<file path="config.mk">
export PLATFORM = sky130hd
export DESIGN_NAME = vram_scroll_address_unit_core
export DESIGN_NICKNAME = d
export VERILOG_FILES = /design/src/hw/rtl/vsau_pkg.sv /design/src/hw/rtl/vsau_update.sv /design/src/hw/rtl/vram_scroll_address_unit_core.sv
export SDC_FILE = /design/constraint.sdc
export NUM_CORES = 1
export LEC_CHECK = 0
export ABC_AREA = 1
export BUFFER_PORTS_ARGS = -buffer_cell sky130_fd_sc_hd__buf_2
export CORE_ASPECT_RATIO = 1.5
export CORE_UTILIZATION = 41
export DETAILED_ROUTE_END_ITERATION = 16
export GPL_TIMING_DRIVEN = 0
export REMOVE_ABC_BUFFERS = 1
export SETUP_SLACK_MARGIN = 0.02
export SYNTH_ARGS = -nofsm -noshare
export SYNTH_HDL_FRONTEND = slang
export SYNTH_SLANG_ARGS = --single-unit
export TNS_END_PERCENT = 5
</file>
<file path="constraint.sdc">
create_clock -name clock -period 2.4 [get_ports clock]
set_input_delay 0.48 -clock clock [delete_from_list [all_inputs] [get_ports clock]]
set_output_delay 0.48 -clock clock [all_outputs]
set_load 0.05 [all_outputs]
</file>
<file path="src/hw/rtl/vsau_pkg.sv">
// Package: shared types, item kind codes and address constants of the scroll address unit.
`default_nettype none

package vsau_pkg;

   localparam int unsigned ADDR_W = 15;

   // Item kind codes
   localparam logic [3:0] KIND_CTRL_WRITE   = 4'd0;
   localparam logic [3:0] KIND_STATUS_READ  = 4'd1;
   localparam logic [3:0] KIND_SCROLL_WRITE = 4'd2;
   localparam logic [3:0] KIND_ADDR_WRITE   = 4'd3;
   localparam logic [3:0] KIND_DATA_READ    = 4'd4;
   localparam logic [3:0] KIND_DATA_WRITE   = 4'd5;
   localparam logic [3:0] KIND_INC_HORI     = 4'd6;
   localparam logic [3:0] KIND_INC_VERT     = 4'd7;
   localparam logic [3:0] KIND_COPY_HORI    = 4'd8;
   localparam logic [3:0] KIND_COPY_VERT    = 4'd9;

   localparam logic [ADDR_W-1:0] PALETTE_LIMIT = 15'h3EFF;
   localparam logic [ADDR_W-1:0] STEP_ONE      = 15'h0001;
   localparam logic [ADDR_W-1:0] STEP_ROW      = 15'h0020;
   localparam logic [ADDR_W-1:0] FINE_Y_STEP   = 15'h1000;
   localparam logic [4:0]        COARSE_LAST   = 5'd31;
   localparam logic [4:0]        COARSE_Y_WRAP = 5'd29;
   localparam logic [2:0]        FINE_Y_LAST   = 3'd7;

   typedef struct packed {
      logic [3:0] kind;
      logic [7:0] bus_data;
   } req_type;

   typedef struct packed {
      logic [ADDR_W-1:0] vram_addr;
      logic [ADDR_W-1:0] access_addr;
      logic              access_valid;
      logic [2:0]        fine_x;
   } rsp_type;

   typedef struct packed {
      logic [ADDR_W-1:0] temp_addr;
      logic [ADDR_W-1:0] cur_addr;
      logic [2:0]        fine_scroll_x;
      logic              second_write;
      logic              step_by_32;
   } state_type;

endpackage

`default_nettype wire

</file>
<file path="src/hw/rtl/vsau_update.sv">
// Combinational next-state and result logic for one item of the scroll address unit.
`default_nettype none

module vsau_update (
   input  wire vsau_pkg::req_type   item,
   input  wire vsau_pkg::state_type cur,
   output vsau_pkg::state_type      nxt,
   output vsau_pkg::rsp_type        result
);

   logic [vsau_pkg::ADDR_W-1:0] v;
   logic [vsau_pkg::ADDR_W-1:0] step;
   logic [4:0]                  coarse_y;

   always_comb begin
      nxt      = cur;
      v        = cur.cur_addr;
      step     = cur.step_by_32 ? vsau_pkg::STEP_ROW : vsau_pkg::STEP_ONE;
      coarse_y = v[9:5];
      result.access_addr  = '0;
      result.access_valid = 1'b0;

      case (item.kind)
         vsau_pkg::KIND_CTRL_WRITE: begin
            nxt.temp_addr[11:10] = item.bus_data[1:0];
            nxt.step_by_32       = item.bus_data[2];
         end
         vsau_pkg::KIND_STATUS_READ: begin
            nxt.second_write = 1'b0;
         end
         vsau_pkg::KIND_SCROLL_WRITE: begin
            if (cur.second_write) begin
               nxt.temp_addr[14:12] = item.bus_data[2:0];
               nxt.temp_addr[9:5]   = item.bus_data[7:3];
            end else begin
               nxt.fine_scroll_x  = item.bus_data[2:0];
               nxt.temp_addr[4:0] = item.bus_data[7:3];
            end
            nxt.second_write = ~cur.second_write;
         end
         vsau_pkg::KIND_ADDR_WRITE: begin
            if (cur.second_write) begin
               nxt.temp_addr[7:0] = item.bus_data;
               v                  = nxt.temp_addr;
            end else begin
               nxt.temp_addr[14]   = 1'b0;
               nxt.temp_addr[13:8] = item.bus_data[5:0];
            end
            nxt.second_write = ~cur.second_write;
         end
         vsau_pkg::KIND_DATA_READ: begin
            result.access_addr = v;
            if (v > vsau_pkg::PALETTE_LIMIT) begin
               result.access_addr[12] = 1'b0;
            end
            result.access_valid = 1'b1;
            v = v + step;
         end
         vsau_pkg::KIND_DATA_WRITE: begin
            result.access_addr  = v;
            result.access_valid = 1'b1;
            v = v + step;
         end
         vsau_pkg::KIND_INC_HORI: begin
            if (v[4:0] == vsau_pkg::COARSE_LAST) begin
               v[4:0] = '0;
               v[10]  = ~v[10];
            end else begin
               v = v + vsau_pkg::STEP_ONE;
            end
         end
         vsau_pkg::KIND_INC_VERT: begin
            if (v[14:12] != vsau_pkg::FINE_Y_LAST) begin
               v = v + vsau_pkg::FINE_Y_STEP;
            end else begin
               v[14:12] = '0;
               if (coarse_y == vsau_pkg::COARSE_Y_WRAP) begin
                  v[9:5] = '0;
                  v[11]  = ~v[11];
               end else if (coarse_y == vsau_pkg::COARSE_LAST) begin
                  v[9:5] = '0;
               end else begin
                  v[9:5] = coarse_y + 5'd1;
               end
            end
         end
         vsau_pkg::KIND_COPY_HORI: begin
            v[10]  = cur.temp_addr[10];
            v[4:0] = cur.temp_addr[4:0];
         end
         vsau_pkg::KIND_COPY_VERT: begin
            v[14:11] = cur.temp_addr[14:11];
            v[9:5]   = cur.temp_addr[9:5];
         end
         default: begin
         end
      endcase

      nxt.cur_addr     = v;
      result.vram_addr = v;
      result.fine_x    = nxt.fine_scroll_x;
   end

endmodule

`default_nettype wire

</file>
<file path="src/hw/rtl/vram_scroll_address_unit_core.sv">
// Top level of the scroll address unit: input register, state registers and result register.
// An accepted item waits in the input register; its result then moves into the result
// register, from which its result transfer completes. Throughput: one item per cycle while
// the receiver does not stall, with the state updated as each item leaves the input stage.
// Reset (synchronous, active high) empties both stages and clears the temporary and current
// addresses, fine X, the write toggle and the step flag.
`default_nettype none

module vram_scroll_address_unit_core (
   input  wire                    clock,
   input  wire                    reset,
   input  wire                    req_valid,
   output logic                   req_stall,
   input  wire vsau_pkg::req_type req_payload,
   output logic                   rsp_valid,
   input  wire                    rsp_stall,
   output vsau_pkg::rsp_type      rsp_payload
);

   // Input stage. It holds one item; it may take a new transfer whenever it is empty or its
   // item moves into the result stage in the same cycle.
   logic              in_valid_ff, in_valid_in;
   vsau_pkg::req_type in_item_ff,  in_item_in;

   // Result stage. It loads a held input item when it is empty or its result is being taken downstream.
   logic              out_valid_ff, out_valid_in;
   vsau_pkg::rsp_type out_item_ff,  out_item_in;

   // Architectural state, updated exactly when an item leaves the input stage.
   vsau_pkg::state_type state_ff, state_in;

   vsau_pkg::state_type state_nxt;
   vsau_pkg::rsp_type   result;
   logic                out_load;
   logic                in_load;

   vsau_update u_update (
      .item   (in_item_ff),
      .cur    (state_ff),
      .nxt    (state_nxt),
      .result (result)
   );

   // The result stage frees up either because it is empty or because its transfer completes.
   assign out_load  = in_valid_ff && (!out_valid_ff || !rsp_stall);
   assign req_stall = in_valid_ff && !out_load;
   assign in_load   = req_valid && !req_stall;

   always_comb begin
      in_valid_in  = in_valid_ff;
      in_item_in   = in_item_ff;
      out_valid_in = out_valid_ff;
      out_item_in  = out_item_ff;
      state_in     = state_ff;

      if (out_load) begin
         in_valid_in = 1'b0;
         out_item_in = result;
         state_in    = state_nxt;
      end
      if (in_load) begin
         in_valid_in = 1'b1;
         in_item_in  = req_payload;
      end

      if (out_load) begin
         out_valid_in = 1'b1;
      end else if (out_valid_ff && !rsp_stall) begin
         out_valid_in = 1'b0;
      end
   end

   always_ff @(posedge clock) begin
      if (reset) begin
         in_valid_ff  <= 1'b0;
         out_valid_ff <= 1'b0;
         state_ff     <= '0;
      end else begin
         in_valid_ff  <= in_valid_in;
         out_valid_ff <= out_valid_in;
         state_ff     <= state_in;
      end
   end

   // Payload registers carry no reset; their valid flags qualify them.
   always_ff @(posedge clock) begin
      in_item_ff  <= in_item_in;
      out_item_ff <= out_item_in;
   end

   assign rsp_valid   = out_valid_ff;
   assign rsp_payload = out_item_ff;

   // A result that reports no data access must carry a zero access address.
   a_access_addr_zero: assert property (@(posedge clock) disable iff (reset)
      (rsp_valid && !rsp_payload.access_valid) |-> (rsp_payload.access_addr == '0))
      else $error("access address nonzero without a data access");

   // An item that leaves the input stage must show up as a valid result next cycle.
   a_out_follows_in: assert property (@(posedge clock) disable iff (reset)
      out_load |=> rsp_valid)
      else $error("result stage did not load");

   // The input side only stalls while the input stage holds an item.
   a_stall_needs_item: assert property (@(posedge clock) disable iff (reset)
      req_stall |-> in_valid_ff)
      else $error("input stalled while empty");

   // The result the unit reports as current address matches the architectural state.
   a_vram_matches_state: assert property (@(posedge clock) disable iff (reset)
      out_load |=> (rsp_payload.vram_addr == state_ff.cur_addr))
      else $error("reported address differs from state");

endmodule

`default_nettype wire

</file>
## Word-level counts from Yosys, hierarchy flattened

Cells that the tools add are included.
Widths: inputs -> output; s select.

- Register bits after elaboration: 83
- Output and inout port bits: 36
- Logic and storage cells: 98
- Input port bits: 16

- $lt $le $gt $ge: 1
- Bitwise logic cells: 3
- Equal/unequal tests: 17
- Add/sub/neg operators: 4
- Mux-type cells: 34
- Reduce and logical (&&, ||, !) cells: 23

Operators with widths:

| kind | count |
|---|---|
| $pmux 5 s5 | 2 |
| $mux 5 | 8 |
| $pmux 16 s2 | 1 |
| $pmux 10 s2 | 1 |
| $pmux 4 s5 | 1 |
| $eq 4x3->1 const B | 4 |
| $add 15x1->15 const B | 1 |
| $add 15x13->15 const B | 1 |
| $add 15x15->15 | 1 |
| $eq 5x5->1 const B | 3 |
| $gt 15x14->1 const B | 1 |
| $mux 15 | 1 |
| $reduce_and 4->1 | 3 |
| $reduce_bool 2->1 | 5 |
| $mux 3 | 3 |
| $eq 4x2->1 const B | 2 |
| $eq 4x4->1 const B | 2 |
| $mux 1 | 8 |
| $mux 4 | 2 |
| $mux 8 | 1 |
| $ne 2x2->1 const B | 4 |
| $mux 7 | 1 |
| $mux 6 | 1 |
| $pmux 3 s2 | 1 |
| 14 further kinds | 24 |

## Longest topological paths before layout

- Word-level depth: 8
- Mapped depth: 14
- Depth with buffers taken out: 14

## By module

A second synthesis with hierarchy kept.

- Cell total of the unflattened synthesis: 791
- Area total of the unflattened synthesis: 5622.9 µm²

By module, submodules not included:

| module | times used | cells an instance | area an instance (µm²) | sequential area each (µm²) |
|---|---|---|---|---|
| vram_scroll_address_unit_core | 1 | 287 | 3164.3 | 2122.0 |
| vsau_update | 1 | 504 | 2458.6 | 0.0 |

## Worst setup path after synthesis

No wires, ideal clock.

- Path type: reg-to-reg
- Start: register out_valid_ff, in the netlist rsp_valid
- End: register state_ff[14] (netlist bit)
- Cell stages (with the launch flop): 8
- Data arrival time: 2.379 ns
- Slack: -0.090 ns
- Period minus slack after synthesis: 2.490 ns
- Data required time: 2.289 ns
- Cells stage by stage: dfxtp_1 nand2_1 nand2_1 inv_1 buf_1 nand4_1 nand2_1 inv_1

- Word-level cells in the longest chain between the ends: 3

RTL lines:

| item | RTL line | RTL |
|---|---|---|
| from (decl) | vram_scroll_address_unit_core.sv:26 | `logic out_valid_ff, out_valid_in;` |
| from (signal assigned) | vram_scroll_address_unit_core.sv:80 | `out_valid_ff <= out_valid_in;` |
| $logic_not 1->1 | vram_scroll_address_unit_core.sv:45 | `assign out_load = in_valid_ff && (!out_valid_ff \|\| !rsp_stall);` |
| $logic_or 1x1->1 | vram_scroll_address_unit_core.sv:45 |  |
| $logic_and 1x1->1 | vram_scroll_address_unit_core.sv:45 |  |
| via out_load | vram_scroll_address_unit_core.sv:34 | `logic out_load;` |
| to (signal assigned) | vram_scroll_address_unit_core.sv:81 | `state_ff <= state_in;` |
| to (decl) | vram_scroll_address_unit_core.sv:30 | `vsau_pkg::state_type state_ff, state_in;` |

The timed path passes the listed nets, and every way through them passes these cells.
A chain may end at the register's enable or synchronous reset.

## Final worst setup path

- Start: register state_ff[5] (netlist bit)
- End: register state_ff[18] (netlist bit)

- Word-level cells in the longest chain between the ends: 3

RTL lines:

| item | RTL line | RTL |
|---|---|---|
| $add 15x13->15, or another cell as far along | vsau_update.sv:74 | `v = v + vsau_pkg::FINE_Y_STEP;` |
| $mux 4 (on tied branches) | vsau_update.sv:73, vsau_update.sv:65 |  |
| $pmux 4 s5 * | vsau_update.sv:23 | `case (item.kind)` |

Every way passes the cells marked *; elsewhere a longest branch is shown, timed or not.

==> results.txt <==
----------------------------------------------------
[Outcome]
  Status ... finished clean

[Setup path]
  Crit Path Class ... register to register
  Worst flop-to-flop path endpoint ... state_ff[18]$_SDFFE_PP0P_
  Worst Path Arrival ... approximately 2.5 ns
  Length in cells of the worst reg-to-reg path ... 13
  Reg2Reg Launch Point ... state_ff[5]$_SDFFE_PP0P_
  Kind of start point of the critical path ... register
  Flop-to-flop setup slack ... ~0.15 ns
  Worst setup EP type ... register
  Critical path fanouts, max ... 6
  Data required time at the worst endpoint ... around 2.7 ns

[Power]
  Cell internal power dissipation ... roughly 2600 uW
  Sequential share of power ... between 40% and 50%
  Power density cells ... 679 nW/um^2
  Fraction of power spent switching nets ... about 27%
  Static leakage ... about 0.0023 uW
  Post-route total power ... about 3500 uW
  Share of power burned in combinational logic ... between 10 and 15%
  Switching power of the nets ... about 970 uW
  Clock power frac ... between 40 and 50%
  IR drop worst, VDD ... 0.333 mV

[STA]
  Final count of negative-setup-slack endpoints ... 0
  Max Slew Vio Count ... 0
  Worst Tran Pin Value ... between 0.6 and 0.7 ns
  Max frequency ... 445 MHz
  Total Negative Setup Slacks ... 0 ns
  Setup repair after global routing missed its margin ... true
  Final WS setup ... around 0.15 ns
  Remaining max-slew budget at the tightest pin ... a little under three fifths
  Final worst path period need ... approximately 2.2 ns
  Final period util ... 93.5%
  Clk_skew ... 0.00602 ns
  Hold Fails Final Rpt ... 0
  Hold WS ... between 0.3 and 0.4 ns

[Placed design]
  Final weighted congestion in routability-driven placement ... about 0.91
  Dpl ws ... -0.485 ns
  Final HPWL DP ... 8940 um
  Number of I/O port buffers ... 51

[Cells and area]
  Count of antenna diodes in the layout ... 0
  Multi-input gate area in the final layout ... just over 2000 um^2
  Sequential cell area in the final layout ... around 2100 um^2
  Fraction of layout instances using a drive strength above 1 ... 17.4%
  Most common library cell in the layout ignoring fill and taps ... nand2_1
  Number of nets in the layout ... approximately 650
  Fill cell count ... approximately 1100
  Area grow syn2layout ... 15.6%
  Top library cells by usage in the layout, fill and taps aside ... nand2_1 (115), inv_1 (71), nor2_1 (65)

[Clock network]
  # hold bufs at CTS ... 0
  Clock sink count ... between 80 and 90
  Post-CTS Setup Inserts ... 0
  Total clock buffers created by CTS ... 9
  Clock transition at the registers of the reported paths ... about 0.060 ns
  Insertion delay of the later-clocked pin in the worst-skew pair ... between 0.3 and 0.4 ns
  Root Driver ... clkbuf_16
  Count of H-tree levels built during CTS ... 3
  Maximum number of buffers from clock root to sink ... 2
  Clock tree from TritonCTS ... built

[Drt]
  Total routed wirelength ... 12000 um
  Vias post-DR ... just over 4000
  Final routed DRC violation total ... 0
  First-pass DRT Iterations ... 7
  Average via count per standard cell ... about 5.2
  Detail Route Antenna Nets ... 0
  Number of DRC violations after detailed-routing iteration 0 ... around 260
  Average wire per standard cell ... roughly 16 um

[Min path]
  Capture endpoint of the worst hold path ... in_item_ff[3]$_DFFE_PP_
  Kind of path behind the tightest hold check ... primary input to register
  Worst Hold Path Cells ... 1
  Critical hold path startpoint ... req_payload[3]

[Yosys]
  FF+latch count, synth ... between 80 and 90
  Largest cells by area after synthesis ... edfxtp_1 (31%), dfxtp_1 (16%), nand2_1 (9.6%), inv_1 (6.0%), a21oi_1 (5.8%)
  Sequential fraction of the synthesis area ... 47.0%
  Count of unique library cells instantiated by Yosys ... 40
  Yosys top cell by area ... edfxtp_1
  Cell area after technology mapping ... around 4500 um^2
  Per-instance average area after synthesis ... 7.85 um^2
  Area fraction of the dominant cell type after synthesis ... 30.6%
  Synth Instances ... ~580
  Yosys warns ... 0

[Die]
  Core Region ... about 11000 um^2
  Die Width ... ~90 um
  Die Y-Extent ... approximately 130 um
  Starting density of the core ... a little over two fifths
  Number of top-level design ports ... between 50 and 60
  Count of standard-cell rows ... 46
  Die Outline Area ... approximately 11000 um^2

[GRT]
  Antenna violations before repair ... 0
  Number of global-route vias before repair ... 3834
  GR Overflow Total ... 0
  Pin count of the biggest net entering global routing ... 49
  Total global routing track utilization ... 22.3%
  Global-route wire length before repair ... approximately 19000 um

[Flow run]
  Number of violations of the max-capacitance limit ... 0

----------------------------------------------------
stage by stage:
stage	util (%)	cell area [um^2]	instances
2_1_floorplan	-	4450	560
3_3_place_gp	45.9	4880	755
3_5_place_dp	45.9	4880	755
4_1_cts	48.9	5200	771
5_1_grt	49.0	5220	771
6_report	49.0	5220	771
cell usage after synthesis, drive strengths merged:
master and number:
and3 1, nand3b 2, ha 11, buf 6, nand2 125, a31oi 2, a21oi 52, nor2 74
inv 80, o22ai 2, clkinv 1, nand3 45, nor4 1, o21bai 2, edfxtp 46, o211ai 4
nand4 13, a22oi 5, clkbuf 10, o21ai 48, or2 1, xnor2 1, nor3 7, dfxtp 37
final cells by class:
| type | count | share of cell area, % |
|---|---|---|
| clock buffers | 10 | 4.79 |
| clock inverters | 6 | 1.34 |
| inverters | 81 | 5.94 |
| multi-input cells | 396 | 38.9 |
| flip-flops and latches | 83 | 40.7 |
| well taps | 144 | 3.45 |
| repair buffers | 51 | 4.89 |
worst max path at each step:
stage	from	end	slack, ns	cells after the start
detailed placement	rsp_stall	state_ff[2]$_SDFFE_PP0P_	-0.49	8
CTS	rsp_valid$_SDFFE_PP0P_	state_ff[2]$_SDFFE_PP0P_	0.03	7
global placement	rsp_stall	state_ff[18]$_SDFFE_PP0P_	-0.96	7
global route	state_ff[5]$_SDFFE_PP0P_	state_ff[18]$_SDFFE_PP0P_	0.002	13
floorplan	rsp_valid$_SDFFE_PP0P_	state_ff[15]$_SDFFE_PP0P_	-0.04	5
finish	state_ff[5]$_SDFFE_PP0P_	state_ff[18]$_SDFFE_PP0P_	0.15	13
power by group through the flow:
stage	registers (uW)	logic [uW]	clock network (uW)
after floorplan	1770	217	0
after global placement	1670	442	0
after detailed placement	1670	447	0
after CTS	1640	449	1480
after global routing	1650	490	1530
final	1640	446	1460
flip-flops by register name, indices dropped and copies added, names as in the netlist:
signal and count:
in_item_ff 12, rsp_valid 1, state_ff 35, rsp_payload 34, in_valid_ff 1
kinds of logic after synthesis:
kind of cell    count (synthesis)  synth area share, %
compound gates                115                 14.1
xor+xnor                        1                0.194
fa+ha+maj                      11                 3.05
buf+inv                        97                 8.36
flops                          83                 47.0
simple gates                  269                 27.4
timing repair:
action                     4_1_cts  5_1_grt
gates resized for setup          2        6
setup endpoints to repair       50       51
pin swaps                        0        1
hold endpoints to repair         0        0
critical path: stages, from the launching register on:
cell and delay, ns:
dfxtp_2 0.37, ha_1 0.23, nand2_1 0.09, nor2_1 0.05, ha_1 0.21, inv_1 0.13, nand3_2 0.12, nor2_4 0.20
nand3_1 0.13, o21ai_1 0.31, nand2_1 0.14, nand4_1 0.11, nand2_1 0.06, inv_1 0.04
layer usage:
metal	GRT usage (%)	share of wire, %	vias up
met4	12.9	4.5	0
met5	0	0	-
met3	3.77	3.7	33
met1	24.1	40	1855
li1	-	-	2011
met2	40.4	52	131
(Power assumes the default switching activity.)
